===== config.mk =====
export PLATFORM = sky130hd
export DESIGN_NAME = a2bc_ctrl
export DESIGN_NICKNAME = d
export VERILOG_FILES = /design/src/a2bc_pkg.sv /design/src/a2bc_ctrl.sv
export SDC_FILE = /design/constraint.sdc
export NUM_CORES = 1
export LEC_CHECK = 0
export ABC_AREA = 1
export BUFFER_PORTS_ARGS = -buffer_cell sky130_fd_sc_hd__buf_2
export CAP_MARGIN = 0
export CORE_MARGIN = 2
export CORE_UTILIZATION = 32
export CTS_BUF_LIST = sky130_fd_sc_hd__clkbuf_4
export CTS_CLUSTER_DIAMETER = 100
export DETAILED_ROUTE_END_ITERATION = 8
export PLACE_DENSITY_LB_ADDON = 0.15
export SLEW_MARGIN = 20
export SYNTH_ARGS = -nofsm -noshare
export SYNTH_HDL_FRONTEND = slang
export SYNTH_SLANG_ARGS = --single-unit

===== constraint.sdc =====
create_clock -name clk -period 1.9 [get_ports clk]
set_clock_uncertainty 0.1 [all_clocks]
set_input_delay 0.095 -clock clk [delete_from_list [all_inputs] [get_ports clk]]
set_output_delay 0.095 -clock clk [all_outputs]
set_load 0.05 [all_outputs]

===== src/a2bc_pkg.sv =====
// Shared types, constants and index helper for the Argon2 block compressor.
`default_nettype none
package a2bc_pkg;

	localparam logic OP_SBOX  = 1'b0;
	localparam logic OP_BLOCK = 1'b1;

	localparam logic CFG_XOR_MODE = 1'b0;
	localparam logic CFG_USE_SBOX = 1'b1;

	localparam int MIX_STEPS = 96;
	localparam logic [6:0] LAST_WORD_IDX = 7'd127;
	localparam logic [31:0] LOW32 = 32'hFFFF_FFFF;

	// where a registered work/base read lands in the cycle after it is issued
	typedef enum logic [2:0] {
		DST_NONE  = 3'd0,
		DST_SEED0 = 3'd1,
		DST_SEED1 = 3'd2,
		DST_QUAD  = 3'd3,
		DST_EMIT  = 3'd4
	} rd_dst_t;

	typedef struct packed {
		logic [6:0] rd_addr;
		rd_dst_t    rd_dst;
		logic [1:0] rd_j;
		logic       wr_en;
		logic [6:0] wr_addr;
		logic [1:0] wr_j;
		logic       mix_mul;
		logic       mix_upd;
		logic       mix_clr;
		logic       g_mul;
		logic       g_add;
		logic [1:0] g_k;
	} cmd_t;

	// word address of quarter position j of quarter q in round r (rows 0-7, columns 8-15)
	function automatic logic [6:0] word_idx(input logic [3:0] r, input logic [2:0] q,
			input logic [1:0] j);
		logic [1:0] col;
		logic [3:0] kk;
		logic [6:0] res;
		col = q[1:0] + (q[2] ? j : 2'd0);
		kk = {j, col};
		if (!r[3]) begin
			res = {r[2:0], kk};
		end else begin
			res = {kk[3:1], r[2:0], kk[0]};
		end
		return res;
	endfunction

endpackage
`default_nettype wire


===== src/a2bc_ctrl.sv =====
// Sequencer for seed fetch, S-box mix, BlaMka rounds and result emission.
`default_nettype none
module a2bc_ctrl (
	input  wire logic          clk,
	input  wire logic          arst_n,
	input  wire logic          go,
	input  wire logic          use_sbox,
	output logic               busy,
	output a2bc_pkg::cmd_t     cmd
);
	import a2bc_pkg::*;

	typedef enum logic [12:0] {
		S_IDLE  = 13'b0000000000001,
		S_SEED0 = 13'b0000000000010,
		S_SEED1 = 13'b0000000000100,
		S_SEEDW = 13'b0000000001000,
		S_MCLR  = 13'b0000000010000,
		S_MMUL  = 13'b0000000100000,
		S_MUPD  = 13'b0000001000000,
		S_QRD   = 13'b0000010000000,
		S_GMUL  = 13'b0000100000000,
		S_GADD  = 13'b0001000000000,
		S_QWR   = 13'b0010000000000,
		S_EMIT  = 13'b0100000000000,
		S_EDR   = 13'b1000000000000
	} state_t;

	state_t     state_q, state_d;
	logic [1:0] cnt_q, cnt_d;
	logic [6:0] rq_q, rq_d;     // {round, quarter}
	logic [6:0] step_q, step_d;
	logic [6:0] w_q, w_d;
	logic       use_q;

	always_comb begin
		state_d = state_q;
		cnt_d = cnt_q;
		rq_d = rq_q;
		step_d = step_q;
		w_d = w_q;
		cmd = '0;
		cmd.rd_dst = DST_NONE;
		case (state_q)
			S_IDLE: begin
				if (go) state_d = S_SEED0;
			end
			S_SEED0: begin
				cmd.rd_addr = 7'd0;
				cmd.rd_dst = DST_SEED0;
				state_d = S_SEED1;
			end
			S_SEED1: begin
				cmd.rd_addr = LAST_WORD_IDX;
				cmd.rd_dst = DST_SEED1;
				state_d = S_SEEDW;
			end
			S_SEEDW: begin
				state_d = use_q ? S_MMUL : S_MCLR;
			end
			S_MCLR: begin
				cmd.mix_clr = 1'b1;
				state_d = S_QRD;
			end
			S_MMUL: begin
				cmd.mix_mul = 1'b1;
				state_d = S_MUPD;
			end
			S_MUPD: begin
				cmd.mix_upd = 1'b1;
				if (step_q == 7'(MIX_STEPS - 1)) begin
					step_d = 7'd0;
					state_d = S_QRD;
				end else begin
					step_d = step_q + 7'd1;
					state_d = S_MMUL;
				end
			end
			S_QRD: begin
				cmd.rd_addr = word_idx(rq_q[6:3], rq_q[2:0], cnt_q);
				cmd.rd_dst = DST_QUAD;
				cmd.rd_j = cnt_q;
				cnt_d = cnt_q + 2'd1;
				if (cnt_q == 2'd3) state_d = S_GMUL;
			end
			S_GMUL: begin
				cmd.g_mul = 1'b1;
				cmd.g_k = cnt_q;
				state_d = S_GADD;
			end
			S_GADD: begin
				cmd.g_add = 1'b1;
				cmd.g_k = cnt_q;
				cnt_d = cnt_q + 2'd1;
				state_d = (cnt_q == 2'd3) ? S_QWR : S_GMUL;
			end
			S_QWR: begin
				cmd.wr_en = 1'b1;
				cmd.wr_addr = word_idx(rq_q[6:3], rq_q[2:0], cnt_q);
				cmd.wr_j = cnt_q;
				cnt_d = cnt_q + 2'd1;
				if (cnt_q == 2'd3) begin
					rq_d = rq_q + 7'd1;
					state_d = (rq_q == 7'd127) ? S_EMIT : S_QRD;
				end
			end
			S_EMIT: begin
				cmd.rd_addr = w_q;
				cmd.rd_dst = DST_EMIT;
				w_d = w_q + 7'd1;
				if (w_q == LAST_WORD_IDX) state_d = S_EDR;
			end
			S_EDR: begin
				state_d = S_IDLE;
			end
			default: begin
				state_d = S_IDLE;
			end
		endcase
	end

	always_ff @(posedge clk or negedge arst_n) begin
		if (!arst_n) begin
			state_q <= S_IDLE;
			cnt_q <= 2'd0;
			rq_q <= 7'd0;
			step_q <= 7'd0;
			w_q <= 7'd0;
			use_q <= 1'b0;
		end else begin
			state_q <= state_d;
			cnt_q <= cnt_d;
			rq_q <= rq_d;
			step_q <= step_d;
			w_q <= w_d;
			if (go && state_q == S_IDLE) use_q <= use_sbox;
		end
	end

	assign busy = (state_q != S_IDLE);

endmodule
`default_nettype wire


==> impl_metrics.toml, run 1 <==
[grt]
groute.usage.overall_pct = 17.3
grt_most_used_layer = "met2"
grt_use_met2_pct = 28.1
grt_pass1_wl_mm = 10.5
number_of_antenna_violations_at_the_first_check_in_global_routing = 0
grt_pass1_vias = 2150
globalRoute.totalOverflow = 0
grt_util_met1_pct = 23.9
global_route.usage.met3_pct = 3.36
grt_max_degree = 20

[cells_and_area]
final_core_occ_pct = 53.8
flow.area_growth_from_synthesis_pct = 60.9
final.fill_count = 652
finish.cell_count_without_fillers = 476
fin_area_mm2 = 0.00367
seqCellArea_um2 = 931
antenna_cells_inserted = 0
multiInputGateArea_mm2 = 0.00157
nNetsFinal = 388
drive_gt1_share_pct = 44.7

[timing]
final_max_slew_viol_count = 0
grt_setup_unrepaired = "yes"
timing.setup.tns_ns = -2.32
hold_violation_count_in_the_final_report = 0
timing.max_slew.rel_slack_pct = 65.4
worst_tran_pin_value_ns = 0.519
finalCriticalPeriod_ns = 2.08
final.setup.worst_slack_ns = -0.181
clock.fmax_mhz = 481
setup_violations = 28
timing.final.crit_share_pct = 110

[floorplanning]
overall_die_area_mm2 = 0.00783
initial_utilization_pct = 33.4
floorplan.io_pins = 34
row_count = 30
die_y_um = 88.5
fp.coreArea_mm2 = 0.00683
fp.dieW_um = 88.5

[power_and_ir_drop]
vdd.ir_drop.worst_mv = 0.391
p_sw_uw = 1180
net_switching_fraction_of_the_power_pct = 44.1
power-per-cell-area_mw_per_mm2 = 729
power_leakage_uw = 0.00177
power.share.clock_pct = 16.7
internal_power_uw = 1500
seq_pwr_share_pct = 34.8
combinationalPowerShare_pct = 48.5

[clock_tree]
tritoncts = "yes"
cts_num_sinks = 37
numCtsBuffers = 5
cts_buffer_depth = 2
cts_root_buffer = "sky130_fd_sc_hd__clkbuf_4"
worst_setup_hold_path_clk_slew_ns = 0.13
htree_num_levels = 2
clock_latency_ns = 0.34

[synth]
synthesis.area_mm2 = 0.00228
synth_sequential_area_ratio_pct = 40.6
synthesis.nets = 310
synthCells = 301
yosys_warnings = 0
syn_area_per_cell_um2 = 7.59
ys_seq_elements = 37
distinct_cell_type_count_after_synthesis = 31

[route]
vias_per_cell = 4.49
via_count = 2137
drt_pre_antenna_iters = 4
wl_per_cell_um = 13.6
remaining_drc_errors = 0
finalWirelength_mm = 6.47
drtIter0Drc = 85
postRouteAntennaNets = 0

[setup_path]
worst_r2r_path_depth = 9
worst-endpoint-required_ns = 1.70
critical_path.startpoint_type = "flop"
path_max_fanout = 2
critical_path.endpoint_type = "output pin"
regToRegEndpoint = "rq_q[3]"
timing.critical_path.arrival_ns = 1.89
critical_setup_path_class = "reg -> out"
timing.critical_path.to = "cmd[23]"
rr_startpoint = "state_q[1]"
cp-startpoint = "cnt_q[0]"
ff2ff_setup_slack_ns = -0.10

[place]
dpl.hpwl_mm = 3.97
port_buffers = 33
dp.cells = 433
routabilityCongestion = 0.836
placement.cell_area_mm2 = 0.00264
placement.setup.worst_slack_ns = 0.0710

[flow_run]
max_cap_viol_count = 0

[status]
status = "complete, but fails checks"
violations = "setup timing"

[hold_path]
hold_class = "in -> async"
-- layout by cell type, fill, tap and decap left out, types with 3 or more instances in the layout --
| master | instances |
|---|---|
| sky130_fd_sc_hd__buf_8 | 16 |
| sky130_fd_sc_hd__nand3_1 | 8 |
| sky130_fd_sc_hd__buf_12 | 4 |
| sky130_fd_sc_hd__buf_2 | 3 |
| sky130_fd_sc_hd__buf_6 | 17 |
| sky130_fd_sc_hd__nor2_2 | 6 |
| sky130_fd_sc_hd__nand2_1 | 61 |
| sky130_fd_sc_hd__buf_4 | 29 |
| sky130_fd_sc_hd__xor2_1 | 12 |
| sky130_fd_sc_hd__nand4_1 | 4 |
| sky130_fd_sc_hd__o21ai_2 | 3 |
| sky130_fd_sc_hd__nor2_1 | 30 |
| sky130_fd_sc_hd__dlygate4sd3_1 | 3 |
| sky130_fd_sc_hd__nor2_8 | 3 |
| sky130_fd_sc_hd__inv_2 | 5 |
| sky130_fd_sc_hd__inv_4 | 5 |
| sky130_fd_sc_hd__xnor2_1 | 4 |
| sky130_fd_sc_hd__nand2_8 | 8 |
| sky130_fd_sc_hd__dfrtp_1 | 33 |
| sky130_fd_sc_hd__a21oi_1 | 3 |
| sky130_fd_sc_hd__nand2_4 | 11 |
| sky130_fd_sc_hd__nand2_2 | 8 |
| sky130_fd_sc_hd__clkbuf_4 | 6 |
| sky130_fd_sc_hd__nor2_4 | 23 |
| sky130_fd_sc_hd__inv_1 | 36 |
| sky130_fd_sc_hd__o21ai_0 | 10 |
| sky130_fd_sc_hd__dfrtp_2 | 3 |
| sky130_fd_sc_hd__o221ai_2 | 4 |
| sky130_fd_sc_hd__ha_1 | 4 |
-- synth_stat cells --
master                     number  area share [%]
sky130_fd_sc_hd__nand2_1       75              12
sky130_fd_sc_hd__nor2_1        53             8.7
sky130_fd_sc_hd__inv_1         45             7.4
sky130_fd_sc_hd__dfrtp_1       36              39
sky130_fd_sc_hd__o21ai_0       12             2.6
sky130_fd_sc_hd__xor2_1        12             4.6
sky130_fd_sc_hd__nand3_1        9             2.0
sky130_fd_sc_hd__nand2_2        6             1.6
sky130_fd_sc_hd__xnor2_1        6             2.3
sky130_fd_sc_hd__ha_1           5             2.7
sky130_fd_sc_hd__nand2_4        5             2.5
sky130_fd_sc_hd__a21oi_1        4            0.88
sky130_fd_sc_hd__nand4_1        4             1.1
sky130_fd_sc_hd__nor2_2         4             1.1
sky130_fd_sc_hd__o221ai_1       4             1.5
sky130_fd_sc_hd__nor2_8         3             2.6
sky130_fd_sc_hd__clkinv_2       2            0.44
sky130_fd_sc_hd__inv_2          2            0.33
sky130_fd_sc_hd__nor2_4         2            0.99
sky130_fd_sc_hd__a21oi_2        1            0.38
sky130_fd_sc_hd__buf_2          1            0.22
sky130_fd_sc_hd__buf_6          1            0.49
sky130_fd_sc_hd__clkbuf_1       1            0.16
sky130_fd_sc_hd__dfstp_2        1             1.2
sky130_fd_sc_hd__nand3_2        1            0.44
sky130_fd_sc_hd__nand4_2        1            0.55
sky130_fd_sc_hd__nor3_1         1            0.22
sky130_fd_sc_hd__o211ai_1       1            0.33
sky130_fd_sc_hd__o21a_1         1            0.33
sky130_fd_sc_hd__o21ai_1        1            0.22
sky130_fd_sc_hd__o22ai_1        1            0.27
-- kinds of logic (layout without fill, tap and decap cells) --
kind of cell	after synthesis	after routing	share of synthesized area, %
buffers and inverters	52	129	9.04
adders and majority gates	5	5	2.74
xor gates and xnor gates	18	18	6.90
AOI/OAI and AO/OA	25	25	6.58
DFF	37	37	40.6
and+or+nand+nor	164	166	34.1
-- critical path, cell delays in order, from the launching register on --
cell and delay [ns]:
sky130_fd_sc_hd__dfrtp_1 0.41, sky130_fd_sc_hd__nand2_1 0.06, sky130_fd_sc_hd__inv_1 0.04, sky130_fd_sc_hd__ha_2 0.17
sky130_fd_sc_hd__xnor2_2 0.15, sky130_fd_sc_hd__xnor2_2 0.19, sky130_fd_sc_hd__nand2_1 0.09, sky130_fd_sc_hd__o21ai_2 0.08
sky130_fd_sc_hd__nand2_1 0.08, sky130_fd_sc_hd__nand2_1 0.07, sky130_fd_sc_hd__nand2_2 0.06, sky130_fd_sc_hd__buf_8 0.14
-- metal layers --
metal / wire [µm] / share of wire, %
met3: 184 / 2.8
met5: 0 / 0
met2: 3140 / 49
met4: 61 / 0.94
met1: 3090 / 48
-- power groups by stage --
stage	combinational (µW)	sequential, µW	clock (µW)
after floorplan	595	935	0
after global placement	787	945	0
after detailed placement	783	944	0
after CTS	1030	930	460
after global routing	1390	942	492
final	1300	934	447
-- how the worst min path moves through the flow --
stage	from	end	slack, ns
after global placement	arst_n	state_q[2]	-0.006
final	arst_n	state_q[2]	0.14
after global routing	arst_n	state_q[2]	0.18
after CTS	arst_n	state_q[2]	0.15
after detailed placement	arst_n	state_q[2]	-0.005
after floorplan	arst_n	cnt_q[0]	-0.30
-- sequential cells by signal, indices dropped and copies added, names as in the netlist --
| register | flops |
|---|---|
| use_q | 1 |
| w_q | 7 |
| rq_q | 7 |
| state_q | 13 |
| step_q | 7 |
| cnt_q | 2 |
-- metrics by stage --
stage                     hold slack [ns]  total power (µW)
after floorplan                    -0.301              1530
after global placement           -0.00644              1730
after detailed placement         -0.00477              1730
after CTS                           0.153              2430
after global routing                0.179              2820
final                               0.135              2680
-- repair_timing --
action,in CTS,in global routing
hold endpoints to repair,39,0
pin swaps,16,34
hold buffers,3,0
setup endpoints to repair,30,43
cloned,2,0
buffers inserted,10,22
resized for setup,107,81
-- final cells by class --
cell class	instances	share of cell area, %
multi-input combinational	214	42.8
sequential	37	25.3
timing repair buffer	72	21.1
inverter	49	5.99
tap	96	3.27
clock buffer	6	1.23
clock inverter	2	0.272
Note: power is estimated with default switching activity, not from simulation.
==> run 2: changes to the inputs <==
--- a/config.mk
+++ b/config.mk
@@ -14,6 +14,7 @@
 export CTS_CLUSTER_DIAMETER = 100
 export DETAILED_ROUTE_END_ITERATION = 8
 export PLACE_DENSITY_LB_ADDON = 0.15
+export RECOVER_POWER = 25
 export SLEW_MARGIN = 20
 export SYNTH_ARGS = -nofsm -noshare
 export SYNTH_HDL_FRONTEND = slang
==> constraint.sdc (replaced) <==
create_clock -name clk -period 2.7 [get_ports clk]
set_clock_uncertainty 0.1 [all_clocks]
set_input_delay 0.135 -clock clk [delete_from_list [all_inputs] [get_ports clk]]
set_output_delay 0.135 -clock clk [all_outputs]
set_load 0.05 [all_outputs]
==> impl_metrics.toml, run 2 (synthesized netlist as in run 1, its figures left out) <==
[grt]
globalRoute.totalOverflow = 0
groute.usage.overall_pct = 15.0
grt_pass1_vias = 1869
grt_pass1_wl_mm = 8.98
grt_max_degree = 38
number_of_antenna_violations_at_the_first_check_in_global_routing = 0

[setup_path]
critical_setup_path_class = "reg -> out"
worst_r2r_path_depth = 9
timing.critical_path.arrival_ns = 2.06
critical_path.startpoint_type = "flop"
worst-endpoint-required_ns = 2.47
path_max_fanout = 6
critical_path.endpoint_type = "output pin"

[timing]
grt_setup_unrepaired = "no"
setup_violations = 0
worst_tran_pin_value_ns = 0.858
timing.final.crit_share_pct = 84.9
final_max_slew_viol_count = 0
hold_violation_count_in_the_final_report = 0
clock.fmax_mhz = 436
finalCriticalPeriod_ns = 2.29
timing.max_slew.rel_slack_pct = 42.8
timing.setup.tns_ns = 0

[power_and_ir_drop]
combinationalPowerShare_pct = 32.7
power_leakage_uw = 0.00152
power-per-cell-area_mw_per_mm2 = 590
vdd.ir_drop.worst_mv = 0.216
internal_power_uw = 955
seq_pwr_share_pct = 42.1
power.share.clock_pct = 25.2
p_sw_uw = 613
net_switching_fraction_of_the_power_pct = 39.1

[floorplanning]
floorplan.io_pins = 34
fp.dieW_um = 88.5
initial_utilization_pct = 33.4
die_y_um = 88.5
fp.coreArea_mm2 = 0.00683
row_count = 30
overall_die_area_mm2 = 0.00783

[route]
wl_per_cell_um = 11.8
vias_per_cell = 4.33
drtIter0Drc = 35
drt_pre_antenna_iters = 4
via_count = 1897
finalWirelength_mm = 5.15
postRouteAntennaNets = 0
remaining_drc_errors = 0

[clock_tree]
numCtsBuffers = 5
tritoncts = "yes"
cts_root_buffer = "sky130_fd_sc_hd__clkbuf_4"
cts_num_sinks = 37
cts_repair_resize_count = 0
clock_latency_ns = 0.35
htree_num_levels = 2
worst_setup_hold_path_clk_slew_ns = 0.12
cts_post_setup_buffers_inserted = 0
cts_buffer_depth = 2
holdBufCountCts = 3

[cells_and_area]
drive_gt1_share_pct = 19.9
commonest_non_fill_non_tap_cell_in_the_layout = "sky130_fd_sc_hd__nand2_1"
nNetsFinal = 350
antenna_cells_inserted = 0
fin_area_mm2 = 0.00266
layout.cells.most_common_list = "sky130_fd_sc_hd__nand2_1 (75), sky130_fd_sc_hd__nor2_1 (53), sky130_fd_sc_hd__inv_1 (45)"
flow.area_growth_from_synthesis_pct = 16.4
max_flop_register = "state_q"
largest_register_ffs = 13

[place]
dpl.hpwl_mm = 3.86
routabilityCongestion = 0.766
port_buffers = 33
placement.cell_area_mm2 = 0.00255

[status]
status = "completed"

[flow_run]
max_cap_viol_count = 0

[hold_path]
hold_class = "in -> async"
==> run 2: path summary, 6_finish.rpt <==
kind                             from  slack, ns          end
max                           rq_q[2]       0.41      cmd[23]
min                            arst_n       0.32   state_q[1]
max reg2reg                state_q[8]       0.92  state_q[10]
min reg2reg                     use_q       0.36   state_q[4]
max in group asynchronous      arst_n       1.63      rq_q[4]
min in group clk                use_q       0.36   state_q[4]
==> run 2: layout make-up <==
cell class              count  area (µm²)
clock buffers               6        45.0
clock inverters             2        33.8
fillers                   763        4170
inverters                  49         186
multi-input cells         212        1150
flip-flops and latches     37         927
well taps                  96         120
repair buffers             36         195
==> run 2: routing by layer <==
metal	vias to the layer above	global-route usage (%)	share of wire [%]
met1	859	20.1	50
met2	34	24.0	44
met4	0	4.96	1.4
li1	997	-	-
met3	7	3.36	4.1
met5	-	0	0
==> run 2: power by group through the flow <==
stage | clock network, µW | registers, µW | logic [µW]
after global routing | 436 | 671 | 578
after detailed placement | 0 | 671 | 514
after global placement | 0 | 671 | 517
after CTS | 412 | 660 | 521
after floorplan | 0 | 658 | 411
final | 395 | 660 | 513
==> run 2: worst max-delay path, cell delays in order (launching register included) <==
cell and delay [ns]:
sky130_fd_sc_hd__dfrtp_1 0.46, sky130_fd_sc_hd__nand2_1 0.10, sky130_fd_sc_hd__inv_1 0.04, sky130_fd_sc_hd__ha_1 0.18, sky130_fd_sc_hd__xnor2_1 0.13, sky130_fd_sc_hd__xnor2_1 0.23, sky130_fd_sc_hd__nand2_1 0.07, sky130_fd_sc_hd__o21ai_0 0.13
sky130_fd_sc_hd__nand2_1 0.09, sky130_fd_sc_hd__nand2_1 0.06, sky130_fd_sc_hd__nand2_1 0.04, sky130_fd_sc_hd__buf_2 0.20
==> run 2: stage by stage <==
stage	total power, µW	setup WS (ns)	util (%)	hold WS [ns]	instances
detailed placement	1190	0.776	37.3	0.206	427
floorplan	1070	0.609	-	-0.261	301
global route	1690	0.205	38.9	0.389	438
CTS	1590	0.366	38.9	0.350	438
finish	1570	0.408	38.9	0.321	438
global placement	1190	0.817	37.3	0.215	427
==> run 3: changes to the inputs <==
--- a/config.mk
+++ b/config.mk
@@ -5,7 +5,7 @@
 export SDC_FILE = /design/constraint.sdc
 export NUM_CORES = 1
 export LEC_CHECK = 0
-export ABC_AREA = 1
+export ABC_AREA = 0
 export BUFFER_PORTS_ARGS = -buffer_cell sky130_fd_sc_hd__buf_2
 export CAP_MARGIN = 0
 export CORE_MARGIN = 2
==> constraint.sdc (replaced) <==
create_clock -name clk -period 2 [get_ports clk]
set_clock_uncertainty 0.1 [all_clocks]
set_input_delay 0.1 -clock clk [delete_from_list [all_inputs] [get_ports clk]]
set_output_delay 0.1 -clock clk [all_outputs]
set_load 0.05 [all_outputs]
==> impl_metrics.toml, run 3 <==
[floorplanning]
floorplan.io_pins = 34
overall_die_area_mm2 = 0.00742
fp.coreArea_mm2 = 0.00642
die_y_um = 86.1
row_count = 29
initial_utilization_pct = 33.6
fp.dieW_um = 86.1

[cells_and_area]
drive_gt1_share_pct = 61.7
antenna_cells_inserted = 0
flow.area_growth_from_synthesis_pct = 83.1
largest_register_ffs = 13
nNetsFinal = 347
commonest_non_fill_non_tap_cell_in_the_layout = "sky130_fd_sc_hd__buf_4"
final.fill_count = 536
finish.cell_count_without_fillers = 416
fin_area_mm2 = 0.00395
max_flop_register = "state_q"
layout.cells.most_common_list = "sky130_fd_sc_hd__buf_4 (60), sky130_fd_sc_hd__buf_6 (38), sky130_fd_sc_hd__dfrtp_1 (34)"

[clock_tree]
cts_num_sinks = 37
cts_buffer_depth = 2
cts_root_buffer = "sky130_fd_sc_hd__clkbuf_4"
htree_num_levels = 2
worst_setup_hold_path_clk_slew_ns = 0.12
numCtsBuffers = 5
clock_latency_ns = 0.34
tritoncts = "yes"

[route]
route.layer.met1.wl_mm = 2.92
wl_per_cell_um = 14.7
met2RoutedLength_mm = 2.92
vias_per_cell = 4.88
postRouteAntennaNets = 0
drt_pre_antenna_iters = 4
routed.top_layer = "met4"
amount_of_wire_on_met3_after_detailed_routing_um = 238
via_count = 2032
drtIter0Drc = 57
finalWirelength_mm = 6.13
remaining_drc_errors = 0

[setup_path]
critical_setup_path_class = "reg -> out"
worst_r2r_path_depth = 8
crit_slowest_cell = "sky130_fd_sc_hd__or4_4"
worst-endpoint-required_ns = 1.80
crit_path_cell_trace = "or4b_1 > or4_4 > clkinv_4 > buf_12 > and2_4 > buf_8"
timing.critical_path.to = "cmd[15]"
critical_path.startpoint_type = "flop"
ff2ff_setup_slack_ns = -0.42
cp-startpoint = "state_q[8]"
timing.critical_path.arrival_ns = 2.37
worst_path_largest_cell_delay_ns = 0.58
cp_num_cells = 6
cpLargestDelayFamily = "simple AND/OR/NAND/NOR gates"
critical_path.endpoint_type = "output pin"
path_max_fanout = 4
critical_path_buf_inv_count = 3
regToRegEndpoint = "cnt_q[1]"
rr_startpoint = "state_q[8]"

[timing]
clock.fmax_mhz = 390
timing.final.crit_share_pct = 128
final_max_slew_viol_count = 0
timing.max_slew.rel_slack_pct = 7.78
setup_violations = 62
fin_hold_ws_ns = 0.0438
final.setup.worst_slack_ns = -0.565
worst_tran_pin_value_ns = 1.38
hold_violation_count_in_the_final_report = 0
finalCriticalPeriod_ns = 2.57
grt_setup_unrepaired = "yes"

[grt]
number_of_antenna_violations_at_the_first_check_in_global_routing = 0
globalRoute.totalOverflow = 0
groute.usage.overall_pct = 17.4
grt_pass1_vias = 2102
grt_max_degree = 26
grt_pass1_wl_mm = 10.1

[synth]
share_of_async_settable_or_async_resettable_flops_after_synthesis_pct = 100
distinct_cell_type_count_after_synthesis = 49
synth_top_cells_by_area = "sky130_fd_sc_hd__dfrtp_1 (42%), sky130_fd_sc_hd__xnor2_1 (5.3%), sky130_fd_sc_hd__nand2_1 (4.2%), sky130_fd_sc_hd__and2_1 (3.2%), sky130_fd_sc_hd__mux2_2 (3.1%)"
synthCells = 213
syn_area_per_cell_um2 = 10.1
dominantRegCellSynth = "sky130_fd_sc_hd__dfrtp_1"
yosys_warnings = 0
synthesis.area_mm2 = 0.00216
yosys.area.top_type = "sky130_fd_sc_hd__dfrtp_1"
synth_enable_flop_cells = 0
synth_most_common_cell = "sky130_fd_sc_hd__dfrtp_1"
list_of_most_frequent_post_synthesis_cells = "sky130_fd_sc_hd__dfrtp_1 (36), sky130_fd_sc_hd__nand2_1 (24), sky130_fd_sc_hd__nor2_1 (13), sky130_fd_sc_hd__xnor2_1 (13), sky130_fd_sc_hd__and2_1 (11)"
netlist.area_leader.share_pct = 41.7
ys_seq_elements = 37
synthesis.nets = 222
synth_sequential_area_ratio_pct = 43.0

[status]
violations = "setup timing"
status = "complete, but fails checks"

[flow_run]
max_cap_viol_count = 0

[place]
routabilityCongestion = 0.789
dp.cells = 372
dpl.hpwl_mm = 4.28
placement.cell_area_mm2 = 0.00299
port_buffers = 33

[power_and_ir_drop]
power_leakage_uw = 0.00190
vdd.ir_drop.worst_mv = 0.354
power-per-cell-area_mw_per_mm2 = 668

[hold_path]
hold_class = "in -> reg"
[run 3: cell count changes in the layout (fill, tap and decap cells not counted), moves of 9 or more]
cell / change
sky130_fd_sc_hd__buf_2: -31
sky130_fd_sc_hd__o21ai_0: -12
sky130_fd_sc_hd__nor2_1: -46
sky130_fd_sc_hd__buf_8: +18
sky130_fd_sc_hd__buf_4: +60
sky130_fd_sc_hd__inv_1: -40
sky130_fd_sc_hd__and2_4: +9
sky130_fd_sc_hd__buf_6: +38
sky130_fd_sc_hd__nand2_1: -59
[run 3: metal layers]
layer,track usage [%],vias to the layer above
li1,-,1020
met1,24.4,971
met2,27.3,34
met3,4.23,7
met4,4.18,0
met5,0,-
[run 3: power by group]
| group | internal [µW] | switching [µW] | total, µW |
|---|---|---|---|
| combinational | 591 | 565 | 1160 |
| sequential | 800 | 30.0 | 830 |
| clock | 387 | 265 | 652 |
[run 3: layout make-up]
cell class,count,area [µm²],area share (%)
repair buffers,126,1280,32.5
well taps,77,96.3,2.44
clock buffers,5,37.5,0.950
clock inverters,3,65.1,1.65
flip-flops and latches,37,930,23.5
multi-input cells,160,1500,38.0
inverters,8,37.5,0.950
[run 3: kinds of logic (layout without fill, tap and decap cells)]
kind of cell             Yosys count  after routing  share of synthesized area (%)
flip-flops                        37             37                           43.0
adder cells (fa/ha/maj)            5              5                           2.90
XOR/XNOR                          19             19                           7.71
multiplexers                      13             13                           6.72
AND/OR/NAND/NOR                  105            105                           29.9
buffers and inverters             16            142                           3.71
AO/OA/AOI/OAI                     18             18                           6.09
[run 3: worst min path at each step]
stage,cells past startpoint,endpoint,start,slack (ns)
after floorplan,0,cnt_q[0],arst_n,-0.30
after global placement,1,state_q[9],arst_n,0.04
after detailed placement,1,state_q[6],arst_n,0.04
after CTS,4,state_q[0],go,0.06
after global routing,4,state_q[0],go,0.04
final,4,state_q[0],go,0.04
[run 3: what timing repair did]
item	CTS	global route
pin swaps	20	19
resized for setup	116	41
endpoints found under the setup margin	60	63
gates cloned	0	0
endpoints found under the hold margin	23	0
setup buffers	22	15
hold buffers	2	0
[run 3: stage by stage]
| step | setup WS (ns) | util, % | power, µW | setup TNS (ns) |
|---|---|---|---|---|
| after floorplan | -0.452 | - | 1370 | -10.29 |
| after global placement | -0.356 | 46.5 | 1650 | -11.26 |
| after detailed placement | -0.329 | 46.5 | 1660 | -11.13 |
| after CTS | -0.557 | 57.3 | 2560 | -19.13 |
| after global routing | -0.643 | 61.5 | 2770 | -26.15 |
| final | -0.565 | 61.5 | 2640 | -20.47 |
[run 3: worst reg2reg max path, delay by kind of cell (launching register included)]
kind / cells / cell delay (ns)
mux: 1 / 0.28
buf+inv: 4 / 0.36
flops: 1 / 0.43
simple gates: 3 / 1.14
